===== config.mk =====
export PLATFORM = sky130hd
export DESIGN_NAME = morse_digit_vibration_keyer_top
export DESIGN_NICKNAME = d
export VERILOG_FILES = /design/src/design/mdvk_pkg.sv /design/src/design/mdvk_cfg.sv /design/src/design/mdvk_in_stage.sv /design/src/design/mdvk_core.sv /design/src/design/morse_digit_vibration_keyer_top.sv
export SDC_FILE = /design/constraint.sdc
export NUM_CORES = 1
export LEC_CHECK = 0
export ABC_AREA = 1
export BUFFER_PORTS_ARGS = -buffer_cell sky130_fd_sc_hd__clkbuf_2
export CELL_PAD_IN_SITES_DETAIL_PLACEMENT = 1
export CELL_PAD_IN_SITES_GLOBAL_PLACEMENT = 1
export CORE_MARGIN = 10
export CORE_UTILIZATION = 30
export DETAILED_ROUTE_END_ITERATION = 8
export GPL_TIMING_DRIVEN = 0
export PLACE_DENSITY = 0.67
export SLEW_MARGIN = 10
export SYNTH_ARGS = -nofsm -noshare
export SYNTH_HDL_FRONTEND = slang
export SYNTH_SLANG_ARGS = --single-unit

===== constraint.sdc =====
create_clock -name clk -period 10.47 [get_ports clk]
set_clock_uncertainty 0.15 [all_clocks]
set_input_delay 1.047 -clock clk [delete_from_list [all_inputs] [get_ports clk]]
set_output_delay 1.047 -clock clk [all_outputs]
set_load 0.01 [all_outputs]

===== src/design/mdvk_pkg.sv =====
// ----------------------------------------------------------------------------
// mdvk_pkg
// Types, constants and the Morse element table for the vibration keyer.
// ----------------------------------------------------------------------------
package mdvk_pkg;

	typedef struct packed {
		logic [15:0] unit_ticks;
		logic        append_gap;
	} cfg_t;

	typedef struct packed {
		logic       kind;
		logic [7:0] char_code;
	} item_t;

	localparam logic        KIND_CHAR      = 1'b0;
	localparam logic        KIND_TICK      = 1'b1;

	localparam logic        REG_UNIT_TICKS = 1'b0;
	localparam logic        REG_APPEND_GAP = 1'b1;

	localparam logic [15:0] UNIT_TICKS_RST = 16'd100;
	localparam logic        APPEND_GAP_RST = 1'b1;

	localparam logic [3:0]  SYM_LAST_DIGIT = 4'd9;
	localparam logic [3:0]  SYM_SPACE      = 4'd10;
	localparam logic [3:0]  SYM_GAP        = 4'd11;
	localparam logic [3:0]  NUM_SYMBOLS    = 4'd12;

	localparam logic [7:0]  CH_ZERO        = 8'h30;
	localparam logic [7:0]  CH_NINE        = 8'h39;
	localparam logic [7:0]  CH_SPACE       = 8'h20;
	localparam logic [7:0]  CH_PLUS        = 8'h2B;

	localparam logic [1:0]  UNITS_DOT      = 2'd1;
	localparam logic [1:0]  UNITS_DASH     = 2'd3;
	localparam logic [1:0]  UNITS_OFF      = 2'd0;

	// number of table entries played for a symbol
	function automatic logic [3:0] symbol_length(input logic [3:0] sel);
		logic [3:0] len;
		if (sel <= SYM_LAST_DIGIT) begin
			len = 4'd9;
		end else if (sel == SYM_SPACE) begin
			len = 4'd1;
		end else if (sel == SYM_GAP) begin
			len = 4'd3;
		end else begin
			len = 4'd0;
		end
		return len;
	endfunction

	// on-units of an entry; odd entries are the inter-element gaps
	function automatic logic [1:0] elem_value(input logic [3:0] sel, input logic [3:0] idx);
		logic [3:0] k;
		logic       dot;
		logic [1:0] v;
		k   = {1'b0, idx[3:1]};
		dot = 1'b0;
		if ((sel >= 4'd1) && (sel <= 4'd5) && (k < sel)) begin
			dot = 1'b1;
		end
		if ((sel >= 4'd6) && (sel <= SYM_LAST_DIGIT) && (k >= (sel - 4'd5))) begin
			dot = 1'b1;
		end
		if ((sel > SYM_LAST_DIGIT) || (idx > 4'd8) || idx[0]) begin
			v = UNITS_OFF;
		end else if (dot) begin
			v = UNITS_DOT;
		end else begin
			v = UNITS_DASH;
		end
		return v;
	endfunction

endpackage


===== src/design/mdvk_cfg.sv =====
// ----------------------------------------------------------------------------
// mdvk_cfg
// APB register block: unit length in ticks and the trailing-gap enable.
// ----------------------------------------------------------------------------
module mdvk_cfg (
	input  logic          clk,
	input  logic          arst_n,
	input  logic          psel,
	input  logic          penable,
	input  logic          pwrite,
	input  logic [2:0]    paddr,
	input  logic [31:0]   pwdata,
	output logic [31:0]   prdata,
	output logic          pready,
	output mdvk_pkg::cfg_t cfg
);

	logic [15:0] unit_ticks_q;
	logic        append_gap_q;
	logic        wr_en;

	assign pready = 1'b1;
	assign wr_en  = psel & penable & pwrite & pready;

	always_ff @(posedge clk or negedge arst_n) begin
		if (!arst_n) begin
			unit_ticks_q <= mdvk_pkg::UNIT_TICKS_RST;
			append_gap_q <= mdvk_pkg::APPEND_GAP_RST;
		end else if (wr_en) begin
			case (paddr[2])
				mdvk_pkg::REG_UNIT_TICKS: unit_ticks_q <= pwdata[15:0];
				mdvk_pkg::REG_APPEND_GAP: append_gap_q <= pwdata[0];
				default: ;
			endcase
		end
	end

	always_comb begin
		case (paddr[2])
			mdvk_pkg::REG_UNIT_TICKS: prdata = {16'd0, unit_ticks_q};
			mdvk_pkg::REG_APPEND_GAP: prdata = {31'd0, append_gap_q};
			default:                  prdata = 32'd0;
		endcase
	end

	assign cfg.unit_ticks = unit_ticks_q;
	assign cfg.append_gap = append_gap_q;

endmodule


===== src/design/mdvk_in_stage.sv =====
// ----------------------------------------------------------------------------
// mdvk_in_stage
// Input register: captures one item whenever it is empty or draining.
// ----------------------------------------------------------------------------
module mdvk_in_stage (
	input  logic            clk,
	input  logic            arst_n,
	input  logic            in_valid,
	output logic            in_stall,
	input  logic            kind,
	input  logic [7:0]      char_code,
	input  logic            adv,
	output logic            valid_s1,
	output mdvk_pkg::item_t item_s1
);

	logic load;

	assign load     = !valid_s1 || adv;
	assign in_stall = !load;

	always_ff @(posedge clk or negedge arst_n) begin
		if (!arst_n) begin
			valid_s1 <= 1'b0;
		end else if (load) begin
			valid_s1 <= in_valid;
		end
	end

	always_ff @(posedge clk) begin
		if (load && in_valid) begin
			item_s1.kind      <= kind;
			item_s1.char_code <= char_code;
		end
	end

endmodule


===== src/design/mdvk_core.sv =====
// ----------------------------------------------------------------------------
// mdvk_core
// Keyer state, single-pass next-state logic and the result register.
// ----------------------------------------------------------------------------
module mdvk_core (
	input  logic            clk,
	input  logic            arst_n,
	input  mdvk_pkg::cfg_t  cfg,
	input  logic            valid_s1,
	input  mdvk_pkg::item_t item_s1,
	output logic            adv,
	output logic            out_valid,
	input  logic            out_stall,
	output logic            motor_on,
	output logic            ready_res,
	output logic            rejected
);

	logic [3:0]  sel_q, idx_q;
	logic [1:0]  units_q;
	logic [15:0] tick_q;
	logic        gap_q, motor_q, busy_q;

	logic [3:0]  sel_d, idx_d;
	logic [1:0]  units_d;
	logic [15:0] tick_d;
	logic        gap_d, motor_d, busy_d, rej_d;

	logic        out_valid_q, motor_on_q, ready_q, rej_q;
	logic        fire;

	logic [15:0] unit;
	logic [16:0] cnt;
	logic        unit_done;
	logic [1:0]  units_dec;
	logic [3:0]  idx_inc;
	logic        load_en;
	logic [3:0]  load_sel, load_idx;
	logic [1:0]  load_v;
	logic        go_idle;

	assign adv  = !out_valid_q || !out_stall;
	assign fire = valid_s1 && adv;

	assign unit      = (cfg.unit_ticks == 16'd0) ? 16'd1 : cfg.unit_ticks;
	assign cnt       = {1'b0, tick_q} + 17'd1;
	assign unit_done = cnt >= {1'b0, unit};
	assign units_dec = units_q - 2'd1;
	assign idx_inc   = idx_q + 4'd1;

	always_comb begin
		sel_d    = sel_q;
		idx_d    = idx_q;
		units_d  = units_q;
		tick_d   = tick_q;
		gap_d    = gap_q;
		motor_d  = motor_q;
		busy_d   = busy_q;
		rej_d    = 1'b0;
		load_en  = 1'b0;
		load_sel = sel_q;
		load_idx = 4'd0;
		load_v   = mdvk_pkg::UNITS_OFF;
		go_idle  = 1'b0;

		if (item_s1.kind == mdvk_pkg::KIND_CHAR) begin
			if (busy_q) begin
				rej_d = 1'b1;
			end else if ((item_s1.char_code >= mdvk_pkg::CH_ZERO) &&
			             (item_s1.char_code <= mdvk_pkg::CH_NINE)) begin
				load_en  = 1'b1;
				load_sel = 4'(item_s1.char_code - mdvk_pkg::CH_ZERO);
				gap_d    = cfg.append_gap;
			end else if (item_s1.char_code == mdvk_pkg::CH_SPACE) begin
				load_en  = 1'b1;
				load_sel = mdvk_pkg::SYM_SPACE;
				gap_d    = cfg.append_gap;
			end else if (item_s1.char_code == mdvk_pkg::CH_PLUS) begin
				load_en  = 1'b1;
				load_sel = mdvk_pkg::SYM_GAP;
				gap_d    = cfg.append_gap;
			end else if (cfg.append_gap) begin
				load_en  = 1'b1;
				load_sel = mdvk_pkg::SYM_GAP;
				gap_d    = 1'b0;
			end
			busy_d = busy_q | load_en;
		end else if (busy_q) begin
			if (sel_q >= mdvk_pkg::NUM_SYMBOLS) begin
				go_idle = 1'b1;
			end else if (unit_done) begin
				tick_d  = 16'd0;
				units_d = units_dec;
				if (units_dec == 2'd0) begin
					if (idx_inc < mdvk_pkg::symbol_length(sel_q)) begin
						load_en  = 1'b1;
						load_sel = sel_q;
						load_idx = idx_inc;
					end else if (gap_q) begin
						load_en  = 1'b1;
						load_sel = mdvk_pkg::SYM_GAP;
						gap_d    = 1'b0;
					end else begin
						idx_d   = idx_inc;
						go_idle = 1'b1;
					end
				end
			end else begin
				tick_d = cnt[15:0];
			end
		end

		if (load_en) begin
			load_v  = mdvk_pkg::elem_value(load_sel, load_idx);
			sel_d   = load_sel;
			idx_d   = load_idx;
			motor_d = (load_v != mdvk_pkg::UNITS_OFF);
			units_d = (load_v != mdvk_pkg::UNITS_OFF) ? load_v : mdvk_pkg::UNITS_DOT;
			tick_d  = 16'd0;
		end
		if (go_idle) begin
			busy_d  = 1'b0;
			motor_d = 1'b0;
			idx_d   = 4'd0;
			units_d = 2'd0;
			tick_d  = 16'd0;
			gap_d   = 1'b0;
		end
	end

	always_ff @(posedge clk or negedge arst_n) begin
		if (!arst_n) begin
			sel_q       <= 4'd0;
			idx_q       <= 4'd0;
			units_q     <= 2'd0;
			tick_q      <= 16'd0;
			gap_q       <= 1'b0;
			motor_q     <= 1'b0;
			busy_q      <= 1'b0;
			out_valid_q <= 1'b0;
		end else begin
			if (adv) begin
				out_valid_q <= valid_s1;
			end
			if (fire) begin
				sel_q   <= sel_d;
				idx_q   <= idx_d;
				units_q <= units_d;
				tick_q  <= tick_d;
				gap_q   <= gap_d;
				motor_q <= motor_d;
				busy_q  <= busy_d;
			end
		end
	end

	always_ff @(posedge clk) begin
		if (fire) begin
			motor_on_q <= motor_d;
			ready_q    <= !busy_d;
			rej_q      <= rej_d;
		end
	end

	assign out_valid = out_valid_q;
	assign motor_on  = motor_on_q;
	assign ready_res = ready_q;
	assign rejected  = rej_q;

`ifndef SYNTHESIS
	a_rej_busy: assert property (@(posedge clk) disable iff (!arst_n)
		(out_valid_q && rej_q) |-> !ready_q)
		else $error("rejected item reported as ready");
	a_idle_off: assert property (@(posedge clk) disable iff (!arst_n)
		!busy_q |-> !motor_q)
		else $error("motor driven while idle");
	a_units_live: assert property (@(posedge clk) disable iff (!arst_n)
		busy_q |-> (units_q != 2'd0))
		else $error("busy with no units left");
	a_tick_idle: assert property (@(posedge clk) disable iff (!arst_n)
		(fire && (item_s1.kind == mdvk_pkg::KIND_TICK) && !busy_q) |=> !busy_q)
		else $error("tick started a character");
`endif

endmodule


===== src/design/morse_digit_vibration_keyer_top.sv =====
// ----------------------------------------------------------------------------
// morse_digit_vibration_keyer_top
// Morse keyer for a vibration motor: digits, space and '+' to on/off drive.
// ----------------------------------------------------------------------------
// Every item (a character or one tick) gives exactly one result, which reaches
// the output port once the item has passed from the input register through the
// keyer logic into the result register. One item is taken per cycle; the input
// stalls only while both registers are full and the result is stalled.
// unit_ticks and append_gap sit at byte addresses 0 and 4 and should be
// written only while no item is in flight.
module morse_digit_vibration_keyer_top (
	input  logic        clk,
	input  logic        arst_n,
	input  logic        in_valid,
	output logic        in_stall,
	input  logic        kind,
	input  logic [7:0]  char_code,
	output logic        out_valid,
	input  logic        out_stall,
	output logic        motor_on,
	output logic        ready_res,
	output logic        rejected,
	input  logic        psel,
	input  logic        penable,
	input  logic        pwrite,
	input  logic [2:0]  paddr,
	input  logic [31:0] pwdata,
	output logic [31:0] prdata,
	output logic        pready
);

	mdvk_pkg::cfg_t  cfg;
	mdvk_pkg::item_t item_s1;
	logic            valid_s1;
	logic            adv;

	mdvk_cfg u_cfg (
		.clk     (clk),
		.arst_n  (arst_n),
		.psel    (psel),
		.penable (penable),
		.pwrite  (pwrite),
		.paddr   (paddr),
		.pwdata  (pwdata),
		.prdata  (prdata),
		.pready  (pready),
		.cfg     (cfg)
	);

	mdvk_in_stage u_in (
		.clk       (clk),
		.arst_n    (arst_n),
		.in_valid  (in_valid),
		.in_stall  (in_stall),
		.kind      (kind),
		.char_code (char_code),
		.adv       (adv),
		.valid_s1  (valid_s1),
		.item_s1   (item_s1)
	);

	mdvk_core u_core (
		.clk       (clk),
		.arst_n    (arst_n),
		.cfg       (cfg),
		.valid_s1  (valid_s1),
		.item_s1   (item_s1),
		.adv       (adv),
		.out_valid (out_valid),
		.out_stall (out_stall),
		.motor_on  (motor_on),
		.ready_res (ready_res),
		.rejected  (rejected)
	);

endmodule

# Yosys cells after proc, flatten, opt, wreduce, memory -nomap -nowiden
# Index checks and enable logic that the tools add are counted.
# word_totals
register_bits	60
input_bits	51
out_inout_bits	38
wordCells	176
# op_classes
n_addsub	5
magnitude_cmp	14
eq_ne	13
mux	93
bitwise_logic	4
reduce_logical	31
# ops
cell	n
2-to-1 mux 4 bit	34
2-to-1 mux 16 bit	7
one-hot mux 32 bit (2 select lines)	1
2-to-1 mux 1 bit	40
2-to-1 mux 2 bit	11
inequality test 3 bit, second input constant	6
adder 16 x 1 -> 17 bit, second input constant	1
>= comparator 17 x 16 -> 1 bit	1
equality test 8 x 6 -> 1 bit, second input constant	2
zero test 16 bit	1
AND reduction 8 bit	2
nonzero test 3 bit	4
inequality test 3 x 1 -> 1 bit, second input constant	3
equality test 4 bit, second input constant	2
>= comparator 8 x 6 -> 1 bit, second input constant	1
> comparator 4 bit, second input constant	2
<= comparator 4 bit, second input constant	2
<= comparator 8 x 6 -> 1 bit, second input constant	1
logical AND 1 bit	7
AND reduction 2 bit	3
nonzero test 6 bit	1
zero test 1 bit	5
AND reduction 5 bit	1
adder 4 x 1 -> 4 bit, second input constant	1
17 further kinds	21

# Longest topological paths before layout
# Gate-level depths: netlist of run 1.
# logic_depth
depth_word	29
mapped_depth	34
depth_no_buf	34

# By module
# From an unflattened synthesis of run 1, not the netlist that was laid out.
# hier_totals
hier_cells	558
hier_area_um2	4300.4
# by_module_without_submodules
mod	n_inst	cells_each	area_each_um2	seq_area_each_um2
mdvk_core	1	410	2937.8	840.8
mdvk_cfg	1	132	1034.7	430.4
mdvk_in_stage	1	16	327.8	295.3

# Least setup slack after synthesis of run 1
# OpenSTA, ideal clock, no wires.
# synth_timing
path_type	register to register
from	register u_core.tick_q[0]
to	register u_core.units_q[1]
setup_time_ps	116
t_arrival_ps	3746
required_time_ps	10204
slack_ps	6458
path_stages_with_launch	32
n_path_buf	0
synth_period_minus_slack_ps	4012
cell_sequence	dfrtp_1 > nand4_1 > nor3_1 > and3_1 > nand3_1 > xor2_1 > inv_1 > ha_1 > nand2_1 > nor2_1 > nand3_1 > nor2_1 > nor2_1 > nand3_1 > nand2_1 > nand3_2 > nand3_1 > nand2_1 > nand2_1 > nand2_1 > inv_1 > ha_1 > nand3b_1 > and2_1 > ha_1 > o21ai_0 > nand2_1 > nand3_1 > nand2_1 > nand2_1 > nand2_1 > nand2_1
# synth_via
elab_chain_cells	19
word_cells_on_any_way	48
classes_between	2 x add/sub; 9 x order compare; 1 x eq/ne; 25 x mux; 11 x reduce/logical
# synth_rtl
element	line_no	source
start, declared	mdvk_core.sv:21	logic [15:0] tick_q;
start signal, assigned	mdvk_core.sv:149	tick_q <= tick_d;
adder 16 x 1 -> 17 bit *	mdvk_core.sv:46	assign cnt = {1'b0, tick_q} + 17'd1;
>= comparator 17 x 16 -> 1 bit *	mdvk_core.sv:47	assign unit_done = cnt >= {1'b0, unit};
parallel branches: the longest is 17 deep, another holds subtractor 4 x 3 -> 4 bit	--	
end signal, assigned	mdvk_core.sv:148	units_q <= units_d;
end, declared	mdvk_core.sv:20	logic [1:0] units_q;
# Mark *: on every way between the ends. The select of a mux whose other input is x is not followed.
# A chain may end at the register's enable or synchronous reset.

# Worst setup path in the final report of run 1
# Same ends and word-level chain as after synthesis.

==> results of run 1 <==
[report_power, final]
group / internal [mW] / total (mW) / switching [mW]
Combinational: 0.111 / 0.308 / 0.197
Sequential: 0.287 / 0.318 / 0.0315
Clock: 0.206 / 0.313 / 0.107
Total: 0.605 / 0.939 / 0.335
[cells in the mapped netlist (3+ instances only)]
| master | n |
|---|---|
| buf_1 | 3 |
| nand3_2 | 3 |
| dfrtp_1 | 44 |
| a21o_1 | 3 |
| nand2_1 | 100 |
| xor2_1 | 11 |
| ha_1 | 29 |
| clkbuf_1 | 3 |
| inv_1 | 89 |
| o211ai_1 | 3 |
| o21ai_1 | 3 |
| inv_2 | 3 |
| dfstp_2 | 4 |
| nor2_1 | 57 |
| nand3_1 | 27 |
| nand2_2 | 6 |
| buf_4 | 18 |
| edfxtp_1 | 12 |
| nor3_1 | 6 |
| o21ai_0 | 25 |
| o22ai_1 | 6 |
| nand3b_1 | 3 |
| nand4_1 | 12 |
| a21oi_1 | 24 |
[critical path, delay by kind of cell, from the launching register on]
kind                       cells  cell delay (ns)
buffers and inverters          2             0.19
DFF                            1             0.45
and+or+nand+nor               24             2.94
AOI/OAI and AO/OA              1             0.08
xor gates and xnor gates       1             0.20
adders and majority gates      3             0.77
[layer usage]
layer | vias up | track usage | wire [µm]
met3 | 17 | 0.0277 | 346
met5 | - | 0 | 0
met2 | 45 | 0.208 | 5370
met1 | 1721 | 0.154 | 5150
met4 | 0 | 0.0385 | 150
li1 | 1811 | - | -
[cells by family (layout without fill, tap and decap cells)]
group / Yosys count / after routing / synth area share
other: 2 / 17 / 0.00186
buffers and inverters: 119 / 188 / 0.129
flip-flops: 60 / 60 / 0.387
AO/OA/AOI/OAI: 76 / 76 / 0.113
multiplexers: 1 / 1 / 0.00248
adder cells (fa/ha/maj): 29 / 29 / 0.0897
AND/OR/NAND/NOR: 225 / 225 / 0.250
XOR/XNOR: 12 / 12 / 0.0260
[worst paths after layout]
kind,slack [ns],startpoint,cells past startpoint,to
min in group asynchronous,0.64,arst_n,1,u_cfg.unit_ticks_q[9]
setup reg to reg,5.57,u_core.tick_q[0],31,u_core.units_q[1]
max in group asynchronous,9.06,arst_n,1,u_core.tick_q[6]
hold / removal,0.32,u_in.valid_s1,2,u_core.out_valid
hold reg to reg,0.32,u_in.valid_s1,2,u_core.out_valid
setup / recovery,5.57,u_core.tick_q[0],31,u_core.units_q[1]
[placed cells by master, fill, tap and decap left out, types with 2 or more instances in the layout]
cell type,instances
edfxtp_1,12
or2_2,2
bufinv_16,2
clkinv_2,4
clkbuf_1,4
buf_4,18
nand4_1,12
dfstp_2,4
o21ai_0,25
conb_1,17
nand2_1,100
nand3_1,27
buf_1,3
nor2_1,57
ha_1,29
nand3b_1,3
o22ai_1,6
dfrtp_1,44
xor2_1,11
inv_2,3
nand2_2,6
nand3_2,3
o211ai_1,3
inv_1,89
a21boi_0,2
and2_1,2
o21ai_1,3
clkbuf_2,52
a21o_1,3
and3_1,2
a21oi_1,24
clkbuf_16,9
nor3_1,6
[flip-flops by register name, indices dropped and copies added (netlist names)]
signal and flops:
u_cfg.append_gap_q 1, u_cfg.unit_ticks_q 16, u_core.busy_q 1, u_core.gap_q 1
u_core.idx_q 4, u_core.motor_on 1, u_core.motor_q 1, u_core.out_valid 1
u_core.ready_res 1, u_core.rejected 1, u_core.sel_q 4, u_core.tick_q 16
u_core.units_q 2, u_in.item_s1 9, u_in.valid_s1 1
[area by class of cell]
class	instances	area (µm²)	share of cell area
Multi-Input combinational cell	360	2010	0.411
Clock inverter	6	80.1	0.0164
Sequential cell	60	1570	0.320
Tap cell	176	220	0.0450
Buffer	26	174	0.0355
Clock buffer	10	229	0.0468
Timing Repair Buffer	53	268	0.0547
Inverter	93	349	0.0713
[metrics by stage]
stage	setup WS, ns	utilization	area [µm²]	instances
floorplan	6.46	-	4100	539
global route	5.07	0.370	4900	784
global placement	5.65	0.346	4590	768
CTS	5.53	0.370	4900	784
finish	5.57	0.370	4900	784
detailed placement	5.56	0.346	4590	768
==> impl_metrics.json, run 1 <==
{
  "outcome": "completed",
  "antenna_left": 0,
  "netlist_instances": 524,
  "ys_seq_elements": 60,
  "setup_tns_ns": 0,
  "ctsResizeCount": 0,
  "hold_ws_ns": 0.320,
  "root_buffer": "clkbuf_16",
  "vias": 3594,
  "drc": 0,
  "power_leakage_nw": 2.68,
  "io_buffers": 53,
  "avgSynthCellArea_um2": 7.72,
  "setup_viol": 0,
  "rsz0062_at_grt": "false",
  "cts_buffers": 9,
  "synth.cell_area_um2": 4040,
  "synth_ff_type": "dfrtp_1",
  "rows": 42,
  "core_um2": 13200,
  "wl_mm": 11.0,
  "cp_common_cell": "nand2_1",
  "hp-class": "flip-flop to flip-flop",
  "synth_top_area_cell": "dfrtp_1",
  "total_power_mw": 0.939,
  "required_ns": 10.54,
  "worstSetupEndpointType": "flip-flop",
  "period_needed_ns": 4.90,
  "final_max_slew_viol_count": 0,
  "n_antenna_cell": 0,
  "peakVddDrop_v": 0.0000752,
  "die_h_um": 136,
  "path_clk_slew_ns": 0.05,
  "cts_tree": "built",
  "grt_pass1_vias": 3901,
  "grt_pass1_wl_mm": 18.8,
  "floorplan.initialDensity": 0.305,
  "fmax_ghz": 0.204,
  "grt_overflow": 0,
  "final-hold-violation-count": 0,
  "wl_per_cell_um": 14.1,
  "antenna_found_initial": 0,
  "htreeDepth": 3,
  "synth.area.top_cells": "dfrtp_1 27%, nand2_1 9.3%, ha_1 9.0%",
  "first_pass_iters": 4,
  "yosys_warnings": 0,
  "startpoint_type": "flip-flop",
  "place_hpwl_mm": 8.87,
  "async_reset_ff_frac": 0.800,
  "max_stage_delay_ns": 0.51,
  "first_iter_violations": 144,
  "drive_gt1_frac": 0.188,
  "dieArea_um2": 18500,
  "crit_arrival_ns": 4.97,
  "slew_headroom": 0.526,
  "synth-edff-count": 12,
  "cts_sinks": 60,
  "post-cts-setup-buffers": 0,
  "min_period_over_period": 0.468,
  "crit_type": "flip-flop to flip-flop",
  "area_growth_pct": 21.1,
  "clk_path_buf_depth": 2,
  "grt_max_degree": 49,
  "grt.total_usage": 0.124,
  "clock_latency_ns": 0.33,
  "yosys.area.top_type_share": 0.272,
  "ios": 89,
  "yosysSeqAreaShare": 0.387,
  "final_nets": 683,
  "cts_hold_buffers": 0,
  "synth_cell_types": 49,
  "fill_cells": 1680,
  "gp_routability_congestion": 0.787,
  "cp_slowest_cell": "nor3_1",
  "via_per_inst": 4.58,
  "path_max_fanout": 6,
  "drv_cap": 0,
  "worst_pin_slew_ns": 0.711,
  "fp.dieW_um": 136,
  "p_per_area_nw_per_um2": 192
}
Note: power is estimated with default switching activity, not from simulation.
==> inputs of run 2 (changes only) <==
==> constraint.sdc (replaced) <==
create_clock -name clk -period 4.8 [get_ports clk]
set_clock_uncertainty 0.15 [all_clocks]
set_input_delay 0.48 -clock clk [delete_from_list [all_inputs] [get_ports clk]]
set_output_delay 0.48 -clock clk [all_outputs]
set_load 0.01 [all_outputs]
==> run 2 against run 1 <==
Fmax rose by 9.6%. Worst setup slack got worse by 5.2 ns. Largest power group is now combinational logic. Design area rose by 2.1%. Die area did not move. Clock power rose by 120%.
==> impl_metrics.json, run 2 (synthesized netlist as in run 1, its figures left out) <==
{
  "outcome": "completed",
  "cts_tree": "built",
  "slew_headroom": 0.528,
  "p_per_area_nw_per_um2": 415,
  "path_clk_slew_ns": 0.05,
  "fp.dieW_um": 136,
  "min_period_over_period": 0.932,
  "rows": 42,
  "path_max_fanout": 6,
  "setup_viol": 0,
  "wl_per_cell_um": 14.1,
  "startpoint_type": "flip-flop",
  "drive_gt1_frac": 0.213,
  "die_h_um": 136,
  "layout_top_registers": "u_cfg.unit_ticks_q: 16 flops, u_core.tick_q: 16 flops, u_in.item_s1: 9 flops",
  "grt_max_degree": 49,
  "floorplan.initialDensity": 0.305,
  "drc": 0,
  "final-hold-violation-count": 0,
  "layout_common_cells": "99 x nand2_1, 89 x inv_1, 56 x nor2_1",
  "hold_ws_ns": 0.0715,
  "final_nets": 690,
  "cts_sinks": 60,
  "area_growth_pct": 23.7,
  "via_per_inst": 4.57,
  "dieArea_um2": 18500,
  "cp_common_cell": "nand2_1",
  "first_iter_violations": 137,
  "period_needed_ns": 4.47,
  "antenna_found_initial": 0,
  "core_um2": 13200,
  "grt_pass1_wl_mm": 18.9,
  "first_pass_iters": 4,
  "grt_overflow": 0,
  "ios": 89,
  "cts_buffers": 9,
  "grt.total_usage": 0.124,
  "fmax_ghz": 0.224,
  "fill_cells": 1673,
  "cp_slowest_cell": "dfrtp_2",
  "place_hpwl_mm": 8.87,
  "antenna_left": 0,
  "io_buffers": 53,
  "required_ns": 4.87,
  "htreeDepth": 3,
  "worstSetupEndpointType": "flip-flop",
  "n_antenna_cell": 0,
  "drv_cap": 0,
  "total_power_mw": 2.08,
  "clk_path_buf_depth": 2,
  "wl_mm": 11.1,
  "final_max_slew_viol_count": 0,
  "root_buffer": "clkbuf_16",
  "hp-class": "input pin to async pin",
  "power_leakage_nw": 2.73,
  "max_stage_delay_ns": 0.39,
  "peakVddDrop_v": 0.000164,
  "crit_type": "flip-flop to flip-flop",
  "worst_pin_slew_ns": 0.708,
  "gp_routability_congestion": 0.787,
  "rrSetupSlack_ns": 0.33,
  "grt_pass1_vias": 3896,
  "vias": 3617,
  "reg2regPathDepth": 33,
  "clock_latency_ns": 0.33,
  "final_common_cell": "nand2_1",
  "crit_arrival_ns": 4.54
}
run 2: path summary, 6_finish.rpt:
path | endpoint | startpoint
max reg2reg | u_core.units_q[1] | u_core.tick_q[0]
min reg2reg | u_core.out_valid | u_in.valid_s1
min | u_cfg.unit_ticks_q[9] | arst_n
max in group asynchronous | u_core.tick_q[2] | arst_n
min in group clk | u_in.item_s1[4] | char_code[4]
max | u_core.units_q[1] | u_core.tick_q[0]
run 2: metal layers:
metal	wire [µm]	track usage
met1	5200	0.155
met2	5430	0.208
met3	325	0.0277
met4	162	0.0385
met5	0	0
run 2: per-stage QoR:
stage,setup slack [ns],std cells,utilization,area (µm²),setup TNS (ns)
after floorplan,0.788,539,-,4100,0
after global placement,-0.0217,768,0.346,4590,-0.0217
after detailed placement,-0.111,768,0.346,4590,-0.111
after CTS,0.0151,784,0.370,4900,0
after global routing,-0.00704,791,0.378,5000,-0.00704
final,0.329,791,0.378,5000,0
run 2: what timing repair did:
action,in CTS,in global routing
setup buffers,0,7
endpoints found under the setup margin,1,1
pin swaps,0,6
hold buffers,0,0
endpoints found under the hold margin,0,0
resized for setup,1,11
gates cloned,0,0
run 2: area by class of cell:
cell class / count / area (µm²) / area share
buffer: 26 / 174 / 0.0348
clock buffer: 10 / 229 / 0.0458
clock inverter: 6 / 80.1 / 0.0160
inverter: 93 / 349 / 0.0698
multi-input combinational: 360 / 2060 / 0.412
sequential: 60 / 1570 / 0.314
tap: 176 / 220 / 0.0440
timing repair buffer: 60 / 320 / 0.0640
run 2: report_power, final:
part           leakage, nW  internal, mW  switching, mW
combinational         1.87         0.261          0.437
clock                0.156         0.450          0.234
sequential           0.704         0.627         0.0656
total                 2.73          1.34          0.737
run 2: worst max-delay path, delay by kind of cell (launching register included):
kind	cells	cell delay [ns]
compound gates	1	0.08
fa+ha+maj	4	0.97
flops	1	0.39
simple gates	26	2.55
xor+xnor	1	0.10
buf+inv	1	0.09
==> inputs of run 3 (changes only) <==
--- a/config.mk
+++ b/config.mk
@@ -11,6 +11,7 @@
 export CELL_PAD_IN_SITES_GLOBAL_PLACEMENT = 1
 export CORE_MARGIN = 10
 export CORE_UTILIZATION = 30
+export CTS_CLUSTER_SIZE = 30
 export DETAILED_ROUTE_END_ITERATION = 8
 export GPL_TIMING_DRIVEN = 0
 export PLACE_DENSITY = 0.67
==> constraint.sdc (replaced) <==
create_clock -name clk -period 4.2 [get_ports clk]
set_clock_uncertainty 0.15 [all_clocks]
set_input_delay 0.42 -clock clk [delete_from_list [all_inputs] [get_ports clk]]
set_output_delay 0.42 -clock clk [all_outputs]
set_load 0.01 [all_outputs]
==> run 3 against run 2 <==
Critical path depth did not move. Routed wire length increased by 4.2%. Sequential share of layout area is 1.4 points lower. The run now ends with setup timing left. Worst setup slack worse by 0.40 ns. Core utilization grew 1.8 points. First-iteration DRC count down 5.1%. Design area grew 4.8%. Sequential cell count did not move. Cell count up 1.6%. Register-to-register slack lost 0.40 ns. Power is 20% higher.
==> impl_metrics.json, run 3 (synthesized netlist as in run 1, its figures left out) <==
{
  "wl_per_cell_um": 14.4,
  "cp_slowest_cell": "dfrtp_1",
  "pre_cts_slack_ns": -0.711,
  "cts_sinks": 60,
  "antenna_found_initial": 0,
  "cp_common_cell": "nand2_1",
  "grt_max_degree": 49,
  "cts_tree": "built",
  "required_ns": 4.28,
  "ios": 89,
  "dieArea_um2": 18500,
  "grt_pass1_wl_mm": 19.3,
  "grt_overflow": 0,
  "antenna_left": 0,
  "combPwrFrac": 0.365,
  "io_buffers": 53,
  "path_max_fanout": 3,
  "first_iter_violations": 130,
  "layout_top_registers": "u_cfg.unit_ticks_q: 16 flops, u_core.tick_q: 16 flops, u_in.item_s1: 9 flops",
  "fin_area_um2": 5240,
  "drv_cap": 0,
  "reg2regPathDepth": 33,
  "vias": 3688,
  "violations": "setup timing",
  "max_stage_delay_ns": 0.42,
  "final_common_cell": "nand2_1",
  "area.sequential_um2": 1570,
  "clkPwrFrac": 0.315,
  "outcome": "finished with violations",
  "area_growth_pct": 29.6,
  "slew_headroom": 0.529,
  "core_um2": 13200,
  "min_period_over_period": 1.02,
  "worstSetupEndpointType": "flip-flop",
  "rrSetupSlack_ns": -0.07,
  "final_max_slew_viol_count": 0,
  "startpoint_type": "flip-flop",
  "worst_pin_slew_ns": 0.706,
  "path_clk_slew_ns": 0.05,
  "critPathTopFamily": "simple AND/OR/NAND/NOR gates",
  "hold_ws_ns": 0.00923,
  "die_h_um": 136,
  "n_antenna_cell": 0,
  "gp_routability_congestion": 0.787,
  "floorplan.initialDensity": 0.305,
  "grt.total_usage": 0.127,
  "p_sw_mw": 0.895,
  "placedInstanceArea_um2": 4590,
  "p_per_area_nw_per_um2": 475,
  "placed_cells": 768,
  "fmax_ghz": 0.234,
  "place_hpwl_mm": 8.87,
  "drive_gt1_frac": 0.255,
  "drc": 0,
  "wl_mm": 11.6,
  "internal_power_mw": 1.59,
  "root_buffer": "clkbuf_16",
  "final_cells": 804,
  "setup_tns_ns": -0.0700,
  "via_per_inst": 4.59,
  "cts_buffers": 9,
  "hp-class": "input pin to async pin",
  "power_leakage_nw": 2.83,
  "fill_cells": 1676,
  "swShare": 0.359,
  "crit_arrival_ns": 4.35,
  "crit_type": "flip-flop to flip-flop",
  "clk_path_buf_depth": 2,
  "clock_latency_ns": 0.34,
  "multi_input_area_um2": 2180,
  "p_seq_frac": 0.320,
  "layout_common_cells": "94 x nand2_1, 87 x inv_1, 56 x nor2_1",
  "fp.dieW_um": 136,
  "regToRegStartpoint": "u_core.tick_q[1]",
  "rows": 42,
  "peakVddDrop_v": 0.000193,
  "rsz0062_at_grt": "true",
  "layout_setup_ws_ns": -0.0700,
  "grt_pass1_vias": 3975,
  "setup_viol": 1,
  "final-hold-violation-count": 0,
  "r2r_end": "u_core.units_q[1]",
  "period_needed_ns": 4.27,
  "crit_buf_inv": 1,
  "first_pass_iters": 4,
  "htreeDepth": 3,
  "final_nets": 703
}
-- run 3: cell type report --
cell class              count  share of cell area
repair buffers             73              0.0812
flip-flops and latches     60               0.299
inverters                  93              0.0676
multi-input cells         360               0.416
plain buffers              26              0.0346
well taps                 176              0.0420
clock inverters             6              0.0153
clock buffers              10              0.0437
-- run 3: repair_timing --
action,CTS,global route
resized for setup,22,27
endpoints found under the setup margin,13,27
pin swaps,19,27
hold buffers,0,0
buffers inserted,10,10
-- run 3: power groups by stage --
stage                     sequential, mW  combinational, mW  clock [mW]
after floorplan                    0.782              0.558           0
after global placement             0.795              0.748           0
after detailed placement           0.804              0.779           0
after CTS                          0.795              0.852       0.800
after global routing               0.813               1.04       0.827
final                              0.796              0.908       0.785
-- run 3: how the worst max path moves through the flow --
stage,start,end,slack (ns),depth (start not counted)
finish,u_core.tick_q[1],u_core.units_q[1],-0.07,33
global route,u_core.tick_q[1],u_core.units_q[1],-0.33,32
CTS,u_core.tick_q[0],u_core.units_q[1],-0.15,31
detailed placement,u_core.tick_q[0],u_core.units_q[1],-0.71,31
global placement,u_core.tick_q[0],u_core.units_q[1],-0.62,31
floorplan,u_core.tick_q[0],u_core.units_q[1],0.19,31
-- run 3: routing by layer --
metal,track usage,vias to the layer above,wire [µm],part of all wire
li1,-,1850,-,-
met1,0.159,1784,5380,0.46
met2,0.214,38,5730,0.49
met3,0.0269,16,303,0.026
met4,0.0391,0,174,0.015
met5,0,-,0,0
-- run 3: stage by stage --
step,total power [mW],utilization
after CTS,2.45,0.382
after global placement,1.54,0.346
final,2.49,0.396
after detailed placement,1.58,0.346
after floorplan,1.34,-
after global routing,2.68,0.396
